==> src/rtl/masked_byte_pattern_scanner_defines.svh <==
// ----------------------------------------------------------------------------
// Masked byte pattern scanner: assertion macros
// Shared property macros, which are empty when the code is synthesised.
// ----------------------------------------------------------------------------
`ifndef MASKED_BYTE_PATTERN_SCANNER_DEFINES_SVH
`define MASKED_BYTE_PATTERN_SCANNER_DEFINES_SVH

`ifndef SYNTHESIS
`define MBPS_ASSERT_IMPL(label, clk, rst_n, ante, cons, msg) \
    label: assert property (@(posedge clk) disable iff (!rst_n) (ante) |-> (cons)) \
        else $error(msg);
`define MBPS_ASSERT_NEXT(label, clk, rst_n, ante, cons, msg) \
    label: assert property (@(posedge clk) disable iff (!rst_n) (ante) |=> (cons)) \
        else $error(msg);
`else
`define MBPS_ASSERT_IMPL(label, clk, rst_n, ante, cons, msg)
`define MBPS_ASSERT_NEXT(label, clk, rst_n, ante, cons, msg)
`endif

`endif

==> src/rtl/mbps_pkg.sv <==
// ----------------------------------------------------------------------------
// Masked byte pattern scanner: package
// Constants, request and result types and register indices.
// ----------------------------------------------------------------------------
package mbps_pkg;

    localparam int MAX_PATTERN_BYTES = 16;
    localparam int OFFSET_BITS       = 32;
    localparam int RESULT_OFFSET_W   = 32;
    localparam int LEN_W             = 5;
    localparam int CFG_DATA_W        = 64;
    localparam int CFG_IDX_W         = 2;
    localparam int PAT_IDX_W         = (MAX_PATTERN_BYTES > 1) ? $clog2(MAX_PATTERN_BYTES) : 1;

    typedef enum logic [CFG_IDX_W-1:0] {
        CFG_PATTERN_LOW  = 2'd0,
        CFG_PATTERN_HIGH = 2'd1,
        CFG_WILDCARD     = 2'd2,
        CFG_LENGTH       = 2'd3
    } t_cfg_idx;

    typedef struct packed {
        logic [7:0] data_byte;
        logic       region_end;
    } t_req;

    typedef struct packed {
        logic                       found;
        logic [RESULT_OFFSET_W-1:0] match_offset;
    } t_res;

endpackage

==> src/rtl/mbps_cell.sv <==
// ----------------------------------------------------------------------------
// Masked byte pattern scanner: window cell
// Holds one byte of the window, passes it on and compares its incoming byte.
// ----------------------------------------------------------------------------
module mbps_cell
    import mbps_pkg::*;
(
    input  logic       i_clk,
    input  logic       i_rst_n,
    input  logic       i_shift,
    input  logic       i_clear,
    input  logic [7:0] i_byte,
    input  logic [7:0] i_pat,
    input  logic       i_wild,
    input  logic       i_active,
    output logic [7:0] o_byte,
    output logic       o_hit
);

    logic [7:0] r_byte;
    logic [7:0] n_byte;

    always_comb begin
        n_byte = r_byte;
        if (i_clear) begin
            n_byte = 8'd0;
        end else if (i_shift) begin
            n_byte = i_byte;
        end
    end

    always_ff @(posedge i_clk) begin
        if (!i_rst_n) begin
            r_byte <= 8'd0;
        end else begin
            r_byte <= n_byte;
        end
    end

    assign o_byte = r_byte;
    assign o_hit  = !i_active || i_wild || (i_byte == i_pat);

endmodule

==> src/rtl/mbps_skid.sv <==
// ----------------------------------------------------------------------------
// Masked byte pattern scanner: result buffer
// Output register with a skid stage, so that requests keep flowing.
// ----------------------------------------------------------------------------
module mbps_skid
    import mbps_pkg::*;
(
    input  logic i_clk,
    input  logic i_rst_n,
    input  logic i_push,
    input  t_res i_res,
    output logic o_full,
    output logic o_valid,
    output t_res o_res,
    input  logic i_stall
);

    logic r_out_valid;
    logic n_out_valid;
    t_res r_out;
    t_res n_out;
    logic r_skid_valid;
    logic n_skid_valid;
    t_res r_skid;
    t_res n_skid;
    logic w_drain;

    assign w_drain = r_out_valid && !i_stall;

    always_comb begin
        n_out_valid  = r_out_valid;
        n_out        = r_out;
        n_skid_valid = r_skid_valid;
        n_skid       = r_skid;
        if (r_skid_valid) begin
            if (w_drain || !r_out_valid) begin
                n_out_valid  = 1'b1;
                n_out        = r_skid;
                n_skid_valid = 1'b0;
            end
        end else if (i_push) begin
            if (w_drain || !r_out_valid) begin
                n_out_valid = 1'b1;
                n_out       = i_res;
            end else begin
                n_skid_valid = 1'b1;
                n_skid       = i_res;
            end
        end else if (w_drain) begin
            n_out_valid = 1'b0;
        end
    end

    always_ff @(posedge i_clk) begin
        if (!i_rst_n) begin
            r_out_valid  <= 1'b0;
            r_skid_valid <= 1'b0;
        end else begin
            r_out_valid  <= n_out_valid;
            r_skid_valid <= n_skid_valid;
        end
        r_out  <= n_out;
        r_skid <= n_skid;
    end

    assign o_full  = r_skid_valid;
    assign o_valid = r_out_valid;
    assign o_res   = r_out;

endmodule

==> src/rtl/masked_byte_pattern_scanner.sv <==
// ----------------------------------------------------------------------------
// Masked byte pattern scanner: top level
// Finds the first place in a byte region where a masked pattern matches.
// ----------------------------------------------------------------------------
// Bytes of a region arrive on the request channel (i_valid, o_stall, i_req),
// the last one flagged by region_end. Results leave on o_valid, i_stall and
// o_res: one found result at the first full match, carrying the offset of its
// first byte, or one not-found result at the end of a region without a match.
// The pattern, wildcard mask and length are written through the plain write
// port; the user must do this only while the block is idle (not enforced).
// A request is taken in every cycle in which o_stall is low; a row of sixteen
// window cells compares the new byte and the stored bytes against the pattern
// in that same cycle. A result is registered before it appears on o_valid.
// When the receiver stalls, one further result is held in a skid stage, and
// o_stall rises only once that stage is occupied.
// Reset clears the window, byte count and match flag and sets the pattern
// length to one; no clearing pass is needed.
// ----------------------------------------------------------------------------
`include "masked_byte_pattern_scanner_defines.svh"

module masked_byte_pattern_scanner
    import mbps_pkg::*;
(
    input  logic                          i_clk,
    input  logic                          i_rst_n,
    input  logic                          i_cfg_we,
    input  logic [CFG_IDX_W-1:0]          i_cfg_index,
    input  logic [CFG_DATA_W-1:0]         i_cfg_data,
    input  logic                          i_valid,
    output logic                          o_stall,
    input  t_req                          i_req,
    output logic                          o_valid,
    input  logic                          i_stall,
    output t_res                          o_res
);

    logic [63:0]                    r_pat_low;
    logic [63:0]                    r_pat_high;
    logic [15:0]                    r_wild;
    logic [LEN_W-1:0]               r_len;
    logic [OFFSET_BITS-1:0]         r_count;
    logic [OFFSET_BITS-1:0]         n_count;
    logic                           r_done;
    logic                           n_done;

    logic                           w_fire;
    logic                           w_full;
    logic [LEN_W-1:0]               w_len;
    logic [127:0]                   w_pat_all;
    logic [7:0]                     w_pat [MAX_PATTERN_BYTES];
    logic [7:0]                     w_chain [MAX_PATTERN_BYTES+1];
    logic [MAX_PATTERN_BYTES-1:0]   w_hit;
    logic [OFFSET_BITS-1:0]         w_cnt_inc;
    logic [OFFSET_BITS-1:0]         w_offset;
    logic                           w_match;
    logic                           w_push;
    t_res                           w_res;

    assign w_fire    = i_valid && !o_stall;
    assign o_stall   = w_full;
    assign w_pat_all = {r_pat_high, r_pat_low};

    always_comb begin
        w_len = r_len;
        if (r_len == '0) begin
            w_len = LEN_W'(1);
        end else if (r_len > LEN_W'(MAX_PATTERN_BYTES)) begin
            w_len = LEN_W'(MAX_PATTERN_BYTES);
        end
    end

    always_ff @(posedge i_clk) begin
        if (!i_rst_n) begin
            r_pat_low  <= '0;
            r_pat_high <= '0;
            r_wild     <= '0;
            r_len      <= LEN_W'(1);
        end else if (i_cfg_we) begin
            case (t_cfg_idx'(i_cfg_index))
                CFG_PATTERN_LOW: begin
                    r_pat_low <= i_cfg_data[63:0];
                end
                CFG_PATTERN_HIGH: begin
                    r_pat_high <= i_cfg_data[63:0];
                end
                CFG_WILDCARD: begin
                    r_wild <= i_cfg_data[15:0];
                end
                CFG_LENGTH: begin
                    r_len <= i_cfg_data[LEN_W-1:0];
                end
                default: begin
                end
            endcase
        end
    end

    assign w_chain[0] = i_req.data_byte;

    for (genvar p = 0; p < MAX_PATTERN_BYTES; p++) begin : g_cell
        logic [LEN_W-1:0]     w_k;
        logic [PAT_IDX_W-1:0] w_idx;

        assign w_pat[p] = w_pat_all[8*p +: 8];
        assign w_k      = w_len - LEN_W'(p) - LEN_W'(1);
        assign w_idx    = w_k[PAT_IDX_W-1:0];

        mbps_cell u_cell (
            .i_clk    (i_clk),
            .i_rst_n  (i_rst_n),
            .i_shift  (w_fire),
            .i_clear  (w_fire && i_req.region_end),
            .i_byte   (w_chain[p]),
            .i_pat    (w_pat[w_idx]),
            .i_wild   (r_wild[w_idx]),
            .i_active (LEN_W'(p) < w_len),
            .o_byte   (w_chain[p+1]),
            .o_hit    (w_hit[p])
        );
    end

    assign w_cnt_inc = (r_count == '1) ? r_count : r_count + OFFSET_BITS'(1);
    assign w_offset  = w_cnt_inc - OFFSET_BITS'(w_len);
    assign w_match   = !r_done && (w_cnt_inc >= OFFSET_BITS'(w_len)) && (&w_hit);

    always_comb begin
        w_push             = 1'b0;
        w_res.found        = 1'b0;
        w_res.match_offset = '0;
        if (w_fire) begin
            if (w_match) begin
                w_push             = 1'b1;
                w_res.found        = 1'b1;
                w_res.match_offset = RESULT_OFFSET_W'(w_offset);
            end else if (i_req.region_end && !r_done) begin
                w_push = 1'b1;
            end
        end
    end

    always_comb begin
        n_count = r_count;
        n_done  = r_done;
        if (w_fire) begin
            if (i_req.region_end) begin
                n_count = '0;
                n_done  = 1'b0;
            end else begin
                n_count = w_cnt_inc;
                n_done  = r_done || w_match;
            end
        end
    end

    always_ff @(posedge i_clk) begin
        if (!i_rst_n) begin
            r_count <= '0;
            r_done  <= 1'b0;
        end else begin
            r_count <= n_count;
            r_done  <= n_done;
        end
    end

    mbps_skid u_skid (
        .i_clk   (i_clk),
        .i_rst_n (i_rst_n),
        .i_push  (w_push),
        .i_res   (w_res),
        .o_full  (w_full),
        .o_valid (o_valid),
        .o_res   (o_res),
        .i_stall (i_stall)
    );

    `MBPS_ASSERT_IMPL(a_stall_needs_output, i_clk, i_rst_n, o_stall, o_valid, "skid full with empty output")
    `MBPS_ASSERT_NEXT(a_region_end_clears, i_clk, i_rst_n, w_fire && i_req.region_end, (r_count == '0) && !r_done, "region state not cleared")
    `MBPS_ASSERT_NEXT(a_match_sets_done, i_clk, i_rst_n, w_fire && w_match && !i_req.region_end, r_done, "match did not set done")
    `MBPS_ASSERT_IMPL(a_not_found_zero, i_clk, i_rst_n, o_valid && !o_res.found, o_res.match_offset == '0, "not-found result with offset")

endmodule
==> config.mk <==
export PLATFORM = sky130hd
export DESIGN_NAME = masked_byte_pattern_scanner
export DESIGN_NICKNAME = d
export VERILOG_FILES = /design/src/rtl/mbps_pkg.sv /design/src/rtl/mbps_cell.sv /design/src/rtl/mbps_skid.sv /design/src/rtl/masked_byte_pattern_scanner.sv
export VERILOG_INCLUDE_DIRS = /design/src /design/src/rtl
export SDC_FILE = /design/constraint.sdc
export NUM_CORES = 1
export LEC_CHECK = 0
export BUFFER_PORTS_ARGS = -buffer_cell sky130_fd_sc_hd__buf_2
export CELL_PAD_IN_SITES_DETAIL_PLACEMENT = 1
export CELL_PAD_IN_SITES_GLOBAL_PLACEMENT = 1
export CORE_UTILIZATION = 35
export DETAILED_ROUTE_END_ITERATION = 12
export PLACE_DENSITY = 0.7
export SLEW_MARGIN = 20
export SYNTH_ARGS = -nofsm -noshare
export SYNTH_HDL_FRONTEND = slang
export SYNTH_SLANG_ARGS = --single-unit
==> constraint.sdc <==
create_clock -name i_clk -period 9.8 [get_ports i_clk]
set_input_delay 0.49 -clock i_clk [delete_from_list [all_inputs] [get_ports i_clk]]
set_output_delay 0.49 -clock i_clk [all_outputs]
set_load 0.02 [all_outputs]
### Word level (Yosys, flattened, before mapping)

Cells that the tools add are included.

| operators by class | value |
|---|---|
| add/sub/neg operators | 32 |
| multipliers | 0 |
| div/mod/pow operators | 0 |
| $lt $le $gt $ge | 50 |
| equality and inequality tests | 22 |
| shift operators | 0 |
| muxes and demuxes | 101 |
| bitwise gates (word level) | 19 |
| reductions and logical operators | 72 |

Operators with widths:

| cell | count |
|---|---|
| binary-select mux 8 bit (select 4 bit) | 16 |
| 2-to-1 mux 8 bit | 32 |
| 2-to-1 mux 33 bit | 6 |
| == test 8 bit | 16 |
| greater-or-equal comparator 5 bit, second input constant | 16 |
| less-than comparator 4 x 5 -> 1 bit, second input constant | 16 |
| inverter 4 -> 5 bit | 16 |
| binary-select mux 1 bit (select 4 bit) | 16 |
| 2-to-1 mux 32 bit | 2 |
| subtractor 4 x 1 -> 4 bit, second input constant | 16 |
| less-than comparator 4 x 5 -> 1 bit, first input constant | 8 |
| logical OR 1 bit | 34 |
| adder 32 x 1 -> 32 bit, second input constant | 1 |
| == test 32 bit, second input constant | 1 |
| greater-or-equal comparator 32 x 5 -> 1 bit | 1 |
| subtractor 32 x 5 -> 32 bit | 1 |
| subtractor 4 bit, second input constant | 8 |
| 2-to-1 mux 1 bit | 27 |
| zero test 1 bit | 20 |
| less-than comparator 3 x 5 -> 1 bit, first input constant | 4 |
| AND reduction 16 bit | 1 |
| subtractor 4 x 3 -> 4 bit, second input constant | 4 |
| less-than comparator 1 x 5 -> 1 bit, first input constant | 2 |
| less-than comparator 2 x 5 -> 1 bit, first input constant | 2 |
| 15 further kinds | 30 |

| storage, ports and cells | value |
|---|---|
| register bits | 370 |
| latch bits | 0 |
| bits in writable memories | 0 |
| ROM bits | 0 |
| input bits | 80 |
| output and inout bits | 35 |
| logic and storage cells | 323 |
| memories | 0 |

### Depth between registers and ports, before layout

Gate-level depths: netlist of run 1.

| logic depth | value |
|---|---|
| word-level depth | 18 |
| mapped depth | 22 |
| mapped depth without buffers | 18 |

### By module

Synthesis of run 1 repeated with hierarchy kept, for this count alone.

| unflattened totals | value |
|---|---|
| cell total of the unflattened synthesis | 2,849 |
| area total of the unflattened synthesis | 24,987.7 um^2 |

Modules (own cells, without submodules):

| module | times used | cells each | area each (um^2) | seq. area each (um^2) |
|---|---|---|---|---|
| masked_byte_pattern_scanner | 1 | 2,114 | 16,184.3 | 3,643.5 |
| mbps_cell | 16 | 39 | 386.6 | 160.2 |
| mbps_skid | 1 | 111 | 2,617.5 | 2,021.9 |

### Worst setup path before layout of run 1

OpenSTA, ideal clock, no wires.

| timing path | value |
|---|---|
| path kind | flip-flop to flip-flop |
| start | reg r_len[2] |
| end | reg u_skid.r_out, in the netlist u_skid.o_res[0] (enable) |
| library setup time | 0.469 ns |
| data arrival time | 7.193 ns |
| data required time | 9.331 ns |
| path slack | 2.138 ns |
| stages on the path, launching flop included | 21 |
| path buffers | 8 |
| clock period less this slack | 7.662 ns |
| cells stage by stage | dfxtp_1 buf_2 or4_4 nand2_2 buf_6 buf_4 buf_2 ha_1 buf_2 buf_1 buf_1 mux4_2 a22oi_1 nand2_1 xor2_1 nor4_1 a221oi_1 a2111oi_2 nand4_2 buf_2 o21ai_0 |

| between the ends | value |
|---|---|
| cells in the longest elaborated chain, start to end | 17 |
| elaborated cells between the ends (all ways) | 219 |
| classes of those cells | add/sub (30); order compare (18); eq/ne (17); mux (84); bitwise (16); reduce/logical (54) |

RTL lines:

| element | line | source |
|---|---|---|
| from (decl) | masked_byte_pattern_scanner.sv:40 | `logic [LEN_W-1:0] r_len;` |
| from (signal assigned) | masked_byte_pattern_scanner.sv:90 | `r_len <= i_cfg_data[LEN_W-1:0];` |
| greater-than comparator 5 bit | masked_byte_pattern_scanner.sv:67 | `end else if (r_len > LEN_W'(MAX_PATTERN_BYTES)) begin` |
| 2-to-1 mux 5 bit | masked_byte_pattern_scanner.sv:67 |  |
| 2-to-1 mux 5 bit * | masked_byte_pattern_scanner.sv:65 | `if (r_len == '0) begin` |
| subtractor 4 x 1 -> 4 bit, or another cell as far along | masked_byte_pattern_scanner.sv:105 | `assign w_k = w_len - LEN_W'(p) - LEN_W'(1);` |
| subtractor 4 x 1 -> 4 bit | masked_byte_pattern_scanner.sv:105 |  |
| inverter 4 -> 5 bit (not written as such) | masked_byte_pattern_scanner.sv:114 | `.i_pat (w_pat[w_idx]),` |
| binary-select mux 8 bit (select 4 bit) | masked_byte_pattern_scanner.sv:114 |  |
| 2-to-1 mux 8 bit (not written as such) (2 in series) | masked_byte_pattern_scanner.sv:114 |  |
| == test 8 bit | mbps_cell.sv:41 | `assign o_hit = !i_active \|\| i_wild \|\| (i_byte == i_pat);` |
| logical OR 1 bit | mbps_cell.sv:41 |  |
| AND reduction 16 bit | masked_byte_pattern_scanner.sv:124 | `assign w_match = !r_done && (w_cnt_inc >= OFFSET_BITS'(w_len)) && (&w_hit);` |
| logical AND 1 bit * | masked_byte_pattern_scanner.sv:124 |  |
| 2-to-1 mux 1 bit * | masked_byte_pattern_scanner.sv:131 | `if (w_match) begin` |
| 2-to-1 mux 1 bit * | masked_byte_pattern_scanner.sv:130 | `if (w_fire) begin` |
| != test 2 bit (no line) / nonzero test 2 bit (equally long branches) | - |  |
| AND reduction 3 bit (no line) * | - |  |
| to (signal assigned) | mbps_skid.sv:62 | `r_out <= n_out;` |
| to (decl) | mbps_skid.sv:20 | `t_res r_out;` |

Every way passes the cells marked *; elsewhere a longest branch is shown, timed or not. The select of a mux whose other input is x is not followed.
A chain may end at the register's enable or synchronous reset.

### Final worst setup path of run 1

| timing path | value |
|---|---|
| start | reg r_len[2] |
| end | reg u_skid.r_out, in the netlist u_skid.o_res[9] (enable) |

The elaborated chain is that of the path after synthesis.

==> results of run 1 <==
## registers in the layout, summed over array words and instances, names as in the netlist
signal,flops
u_skid.o_res,33
r_pat_high,64
r_len,5
g_cell.u_cell.o_byte,120
u_skid.o_valid,1
r_pat_low,64
r_wild,16
r_count,32
u_skid.r_skid,33
r_done,1
u_skid.o_full,1
## cells in the mapped netlist, types with 7 or more instances
cell,count
mux2_2,18
nor2b_1,34
a221oi_1,36
or3_1,9
o22ai_1,58
a22o_1,11
xor2_1,113
nor2_1,108
nand3_1,40
dfxtp_1,304
and3_1,19
nor3_1,61
buf_2,40
buf_1,15
inv_1,17
o221ai_1,31
a21boi_0,149
edfxtp_1,66
mux2i_1,92
a31oi_1,18
o21ai_0,69
a211oi_1,15
xnor2_1,75
a22oi_1,107
o31ai_2,12
clkbuf_1,166
nand2_1,725
mux4_2,107
o211ai_1,12
a21oi_1,174
nand4_1,14
ha_1,13
o21ai_1,7
nand2b_1,14
nor4_1,30
and2_1,12
## layer usage
metal / share of wire, % / wire, µm / vias to the layer above / track usage (%)
met3: 9.7 / 10500 / 337 / 7.62
met4: 6.2 / 6710 / 2 / 15.6
met5: 0.011 / 12 / - / 0
met1: 40 / 43800 / 12200 / 38.4
li1: - / - / 10500 / -
met2: 44 / 47600 / 1349 / 46.6
## layout make-up
cell class / instances / area [µm²]
clock buffer: 55 / 1180
clock inverter: 24 / 305
fill: 8181 / 41600
inverter: 21 / 78.8
multi-input combinational: 2287 / 15600
sequential: 370 / 8070
tap: 931 / 1160
timing repair buffer: 167 / 968
## power by group through the flow
stage | registers, mW | clock network [mW] | logic [mW]
finish | 1.63 | 1.69 | 0.703
global route | 1.63 | 1.78 | 0.737
CTS | 1.63 | 1.72 | 0.683
detailed placement | 1.66 | 0 | 0.680
global placement | 1.66 | 0 | 0.665
floorplan | 1.64 | 0 | 0.427
## critical path: cells and delay by family (launching register included)
kind	cells	cell delay, ns
compound gates	5	2.00
flops	1	0.53
fa+ha+maj	1	0.48
buf+inv	2	1.00
simple gates	5	2.27
xor+xnor	2	0.88
## kinds of logic (layout without fill, tap and decap cells)
| group | after synthesis | in the layout | share of synthesized area [%] |
|---|---|---|---|
| muxes | 217 | 217 | 14.4 |
| xor gates and xnor gates | 189 | 189 | 6.78 |
| adders and majority gates | 14 | 14 | 0.745 |
| buffers and inverters | 248 | 267 | 4.11 |
| AOI/OAI and AO/OA | 775 | 775 | 21.9 |
| and+or+nand+nor | 1092 | 1092 | 19.1 |
| DFF | 370 | 370 | 32.9 |
## how the worst min path moves through the flow
stage	depth (start not counted)	slack (ns)	startpoint	endpoint
global placement	2	0.46	g_cell[14].u_cell.o_byte[5]	g_cell[14].u_cell.o_byte[5]
detailed placement	2	0.46	g_cell[14].u_cell.o_byte[2]	g_cell[14].u_cell.o_byte[2]
finish	3	0.15	i_cfg_data[26]	r_pat_low[26]
floorplan	2	0.45	g_cell[14].u_cell.o_byte[0]	g_cell[14].u_cell.o_byte[0]
CTS	3	0.13	i_cfg_data[24]	r_pat_high[24]
global route	3	0.16	i_cfg_data[23]	r_pat_low[23]
==> results.txt, run 1 <==
Setup WS post-layout: 2.19 ns
Clk network pwr share: 41.9%
Number of synthesized flops with an enable pin: 66
Residual DRC: 0
Worst setup timing slack at the placement stage: 2.18 ns
Fraction of registers with async set/reset: 0%
Layout Utilization: 39.7%
CTS tree: built
Setup repair after global routing missed its margin: no
Netlist Area Pre-Place: 24,500 µm²
Cts repair resizes: 0
Number of diodes added for antenna fixing: 0
Routability congestion estimate from global placement: 1.10
Final global-route overflow total: 0
Most common cell after layout, fill and taps aside: nand2_1
Site Rows: 96
Part of the power in registers: 40.6%
Shortest period the worst path allows: 7.61 ns
Net switching component of the power: 1.24 mW
Final wirelength: 109,000 µm
Critical Path, Cell by Cell: or4_4, nand2_4, inv_2, ha_1, xnor2_2, a21oi_2, a22o_1, a221oi_1, xnor2_1, nor4_1, a221oi_1, nor4_1, nand4_4, buf_4, o21ai_4
Required time of the worst setup path: 10.03 ns
Floorplan die height: 267 µm
Number of antenna violations at the first check in global routing: 1
Starting DRT DRC Count: 2,803
Int Power: 2.78 mW
Yosys warning count: 0
Syn Area/Cell: 8.44 µm²
Type of destination of the critical path: flop
Starting Density: 35.6%
Final hold violations: 0
Power, Total: 4.02 mW
Status: complete, no violations
Floorplan die width: 267 µm
Actual slew at the worst max-slew pin: 1.20 ns
WHS: 0.153 ns
Most frequent cells in the layout: 724 x nand2_1, 301 x dfxtp_1, 171 x a21oi_1
Number of optimization iterations in the first detailed-route pass: 7
Synthesis-stage register bit count: 370
Post-synthesis instance total: 2,905
Port bufs: 114
Startpoint of the worst setup timing path: r_len[2]
Reg-to-Reg Start: r_len[2]
CTS Buffer Depth: 3
Fraction of power spent switching nets: 30.8%
Critical path's slowest cell: o21ai_4
Seq/Total Area, Yosys: 32.9%
Setup violations, final: 0
Comb pwr share: 17.5%
Final max-slew violation count: 0
Global-route wire length before repair: 160,000 µm
Num ports: 115
Area of the die: 71,100 µm²
Worst-path clk slew: 0.06 ns
Crit path DAT: 7.84 ns
Number of vias after detailed routing: 24,400
H-tree Lvls: 2
Pin count of the biggest net entering global routing: 104
Category of the critical setup timing path: flop to flop
PwrDens: 147 nW/µm²
Setup crit start kind: flop
Slack of the worst reg-to-reg path: 2.19 ns
Later-pin clock latency in the skew report: 0.61 ns
Reg2Reg Depth: 15
Cell leakage power: 10.1 nW
Ys flop type: dfxtp_1
Achievable clock frequency: 131 MHz
Type of the tightest min-delay check: input pin to flop
All-layer global routing usage: 30.1%
Post-layout net count: 2,984
Number of sinks on the clock net: 370
Number of setup buffers added after CTS: 0
Maximum resistive drop on vdd: 0.135 mV
Synth top area share: 24.8%
Count of placed standard cells in the final layout, fillers left out: 3,855
Skew final: 0.0295 ns
Post-DP HPWL: 81,800 µm
Critical path endpoint: u_skid.o_res[9]
Vias in the first global route: 23,900
Count of placed standard cells including taps: 3,774
Remaining number of nets flagged by the antenna check after routing: 0
Syn_nets: 2,999
Fraction of the cycle the final worst path needs: 77.6%
WL per Instance: 28.2 µm
Layout Cell Area excl Fill: 27,300 µm²
Endpoint of the lowest-slack register-to-register path: u_skid.o_res[9]
Distinct cell type count of the synthesized netlist: 83
TNS Setup: 0 ns
Top area cells in the synthesized netlist: dfxtp_1 25%, nand2_1 11%, mux4_2 9.8%
Number of maximum-capacitance violations: 0
Post-DP Area: 25,800 µm²
Std-Cell Core Area: 68,900 µm²
Highest net fanout along the worst path: 71
CTS buffer count: 43
Cell taking the most area after synthesis: dfxtp_1
Largest incremental delay on the critical path: 0.90 ns
Max transition margin: 19.8%
Cts hold-fix bufs: 0
Clock tree root buffer cell: clkbuf_16
Share of post-route cells with drive strength above 1: 14.5%
Avg Vias per Cell: 6.33
Syn-to-layout area delta: 11.5%
Power figures use the tool's default switching activity.
==> run 2, diff against run 1 <==
ABC_AREA = 1   (was default)
PLACE_DENSITY = 0.77   (was 0.7)
clock period = 6.7 ns   (was 9.8 ns; I/O delays follow)
==> run 2 against run 1 <==
  * Combinational power rose to 3.1 times the previous value
  * Cell area up 2.1%
  * Clock skew up 0.016 ns
  * Cell count up 31%
  * Worst setup slack worse by 1.5 ns
  * First-iteration DRC count up 9.0%
  * Clock power up 64%
  * Critical path type unchanged
  * Largest power group unchanged
==> results.txt, run 2 <==
Status: complete, no violations (unchanged)
Avg Vias per Cell: 5.70 (was 6.33)
Final max-slew violation count: 0 (unchanged)
Shortest period the worst path allows: 5.98 ns (was 7.61 ns)
Synth top area share: 24.4% (was 24.8%)
Area of the die: 72,400 µm² (was 71,100 µm²)
Routed length on met2: 50,400 µm (was 47,600 µm)
Layout Utilization: 39.7% (about the same)
# fillers: 9,394 (was 8,181)
Final global-route overflow total: 0 (unchanged)
Post-DP HPWL: 88,200 µm (was 81,800 µm)
Max transition margin: 26.8% (was 19.8%)
Num ports: 115 (unchanged)
Max FFs per register: 120 (unchanged)
All-layer global routing usage: 31.9% (was 30.1%)
Ys flop type: dfxtp_1 (unchanged)
Post-layout net count: 4,166 (was 2,984)
Syn Area/Cell: 6.09 µm² (was 8.44 µm²)
Int Power: 4.61 mW (was 2.78 mW)
Setup violations, final: 0 (unchanged)
Number of optimization iterations in the first detailed-route pass: 6 (was 7)
Clk network pwr share: 37.8% (was 41.9%)
Seq/Total Area, Yosys: 32.3% (was 32.9%)
CTS Buffer Depth: 3 (unchanged)
Netlist Area Pre-Place: 25,000 µm² (was 24,500 µm²)
Top area cells in the synthesized netlist: dfxtp_1 24%, nand2_1 21%, nand3_1 18% (was dfxtp_1 25%, nand2_1 11%, mux4_2 9.8%)
Required time of the worst setup path: 7.04 ns (was 10.03 ns)
WL per Instance: 23.0 µm (was 28.2 µm)
Worst setup timing slack at the placement stage: 0.806 ns (was 2.18 ns)
Setup WS post-layout: 0.715 ns (was 2.19 ns)
Clock tree root buffer cell: clkbuf_16 (unchanged)
Syn-to-layout area delta: 11.8% (was 11.5%)
Starting DRT DRC Count: 3,056 (was 2,803)
Most frequent cells in the layout: 1,368 x nand2_1, 878 x nand3_1, 304 x dfxtp_1 (was 724 x nand2_1, 301 x dfxtp_1, 171 x a21oi_1)
WHS: 0.00968 ns (was 0.153 ns)
CTS buffer count: 45 (was 43)
Yosys warning count: 0 (unchanged)
Share of post-route cells with drive strength above 1: 6.79% (was 14.5%)
Floorplan die height: 269 µm (was 267 µm)
Sum of met3 wire segment lengths after detailed routing: 10,100 µm (was 10,500 µm)
Type of destination of the critical path: flop (unchanged)
Setup repair after global routing missed its margin: no (unchanged)
Fraction of power spent switching nets: 37.2% (was 30.8%)
Cell with the most instances after synthesis: nand2_1 (unchanged)
Comb pwr share: 29.8% (was 17.5%)
Std-Cell Core Area: 70,300 µm² (was 68,900 µm²)
Most frequent cell on the critical path: nor2_1
Final hold violations: 0 (unchanged)
Cell taking the most area after synthesis: dfxtp_1 (unchanged)
Later-pin clock latency in the skew report: 0.63 ns (was 0.61 ns)
Part of the power in registers: 32.3% (was 40.6%)
Type of the tightest min-delay check: input pin to flop (unchanged)
Crit path DAT: 6.32 ns (was 7.84 ns)
Fraction of the cycle the final worst path needs: 89.3% (was 77.6%)
Port bufs: 114 (unchanged)
Number of sinks on the clock net: 370 (unchanged)
Cell leakage power: 12.0 nW (was 10.1 nW)
H-tree Lvls: 2 (unchanged)
Critical Path, Cell by Cell: ha_1, nand4_1, nor2_1, nand4_1, nand2_1, nor2_1, a21oi_1, ha_1, a21oi_1, o21ai_0, nand2_1, nand2_1, nor2_1, nand2_2, nor3_1, nand3_1, nand4_1, nor2_1, nand2_2, buf_4, o21ai_0 (was or4_4, nand2_4, inv_2, ha_1, xnor2_2, a21oi_2, a22o_1, a221oi_1, xnor2_1, nor4_1, a221oi_1, nor4_1, nand4_4, buf_4, o21ai_4)
Maximum resistive drop on vdd: 0.225 mV (was 0.135 mV)
Setup crit start kind: flop (unchanged)
Routability congestion estimate from global placement: 1.04 (was 1.10)
Post-synthesis instance total: 4,100 (was 2,905)
Number of synthesized flops with an enable pin: 66 (unchanged)
Site Rows: 97 (was 96)
Synthesis-stage register bit count: 370 (unchanged)
Achievable clock frequency: 167 MHz (was 131 MHz)
Remaining number of nets flagged by the antenna check after routing: 0 (unchanged)
Highest net fanout along the worst path: 66 (was 71)
Number of antenna violations at the first check in global routing: 4 (was 1)
PwrDens: 263 nW/µm² (was 147 nW/µm²)
Number of vias after detailed routing: 28,800 (was 24,400)
Worst-path clk slew: 0.06 ns (about the same)
Actual slew at the worst max-slew pin: 1.09 ns (was 1.20 ns)
Slack of the worst reg-to-reg path: 0.72 ns (was 2.19 ns)
Residual DRC: 0 (unchanged)
Pin count of the biggest net entering global routing: 141 (was 104)
Uppermost signal routing layer after detailed routing: met4 (was met5)
Met1 Routed Length: 50,200 µm (was 43,800 µm)
Skew final: 0.0454 ns (was 0.0295 ns)
Number of maximum-capacitance violations: 0 (unchanged)
Syn_nets: 4,194 (was 2,999)
Category of the critical setup timing path: flop to flop (unchanged)
Distinct cell type count of the synthesized netlist: 48 (was 83)
Starting Density: 35.5% (was 35.6%)
Final wirelength: 116,000 µm (was 109,000 µm)
Net switching component of the power: 2.74 mW (was 1.24 mW)
Most common cell after layout, fill and taps aside: nand2_1 (unchanged)
Fraction of registers with async set/reset: 0% (unchanged)
Top cells by count, synth: 1,373 x nand2_1, 880 x nand3_1, 304 x dfxtp_1 (was 725 x nand2_1, 304 x dfxtp_1, 174 x a21oi_1)
Global-route wire length before repair: 174,000 µm (was 160,000 µm)
CTS tree: built (unchanged)
Largest incremental delay on the critical path: 0.56 ns (was 0.90 ns)
Combined buffer and inverter count along the critical path: 1 (was 2)
Critical path's slowest cell: buf_4 (was o21ai_4)
TNS Setup: 0 ns (unchanged)
Vias in the first global route: 27,500 (was 23,900)
Floorplan die width: 269 µm (was 267 µm)
Kind of cell adding the most delay to the critical path: simple AND/OR/NAND/NOR gates (unchanged)
-- run 2: changes by cell type after synthesis, moves of 91 or more --
cell      change
a21boi_0    -149
a21oi_1     +127
a22oi_1     -106
inv_1       +264
mux2i_1      -91
mux4_2      -107
nand2_1     +648
nand3_1     +840
o21ai_0     +135
-- run 2: layout make-up --
cell class	instances	area (µm²)	share of cell area, %
diodes	4	10.0	0.0359
clock buffers	57	1250	4.48
clock inverters	25	447	1.60
inverters	294	1110	3.97
multi-input cells	3192	14800	53.0
flip-flops and latches	370	8070	28.9
well taps	940	1180	4.21
repair buffers	169	1050	3.75
-- run 2: power by group through the flow --
| stage | combinational, mW | sequential [mW] | clock, mW |
|---|---|---|---|
| floorplan | 1.37 | 2.43 | 0 |
| global route | 2.36 | 2.38 | 2.91 |
| finish | 2.19 | 2.38 | 2.78 |
| detailed placement | 2.11 | 2.42 | 0 |
| global placement | 2.07 | 2.42 | 0 |
| CTS | 2.13 | 2.37 | 2.82 |
-- run 2: kinds of logic (layout without fill, tap and decap cells) --
family | after synthesis | in the layout | share of synthesized area (%)
buf+inv | 538 | 545 | 8.76
flops | 370 | 370 | 32.3
mux | 1 | 1 | 0.0401
simple gates | 2563 | 2563 | 44.7
xor+xnor | 62 | 62 | 2.21
other cells | 0 | 4 | 0
compound gates | 552 | 552 | 11.3
fa+ha+maj | 14 | 14 | 0.732
-- run 2: what timing repair did --
action / CTS / global route
hold buffers: 9 / 0
buffers inserted: 0 / 0
gates resized for setup: 0 / 0
endpoints found under the hold margin: 9 / 0
-- run 2: worst register-to-register path, delay by kind of cell (launching register included) --
kind	cells	cell delay, ns
simple gates	14	3.21
compound gates	4	0.89
fa+ha+maj	2	0.63
buf+inv	1	0.56
flops	1	0.46
-- run 2: final timing paths --
path	to	startpoint	cells after the start
worst min-delay path	r_pat_low[35]	i_cfg_data[35]	3
worst max register to register	u_skid.o_res[23]	r_count[0]	21
worst min register to register	r_wild[9]	r_wild[9]	2
worst max-delay path	u_skid.o_res[23]	r_count[0]	21
-- run 2: through the flow --
step                power (mW)  cell area (µm²)  std cells
detailed placement        4.53            26100       4956
CTS                       7.32            27900       5047
global placement          4.49            26100       4956
global route              7.65            27900       5050
floorplan                 3.80            25000       4100
finish                    7.35            27900       5051
-- run 2: layer usage --
metal / global-route usage (%) / vias up
li1: - / 13500
met1: 43.5 / 13900
met2: 48.8 / 1164
met3: 5.87 / 214
met4: 13.9 / 0
met5: 0 / -
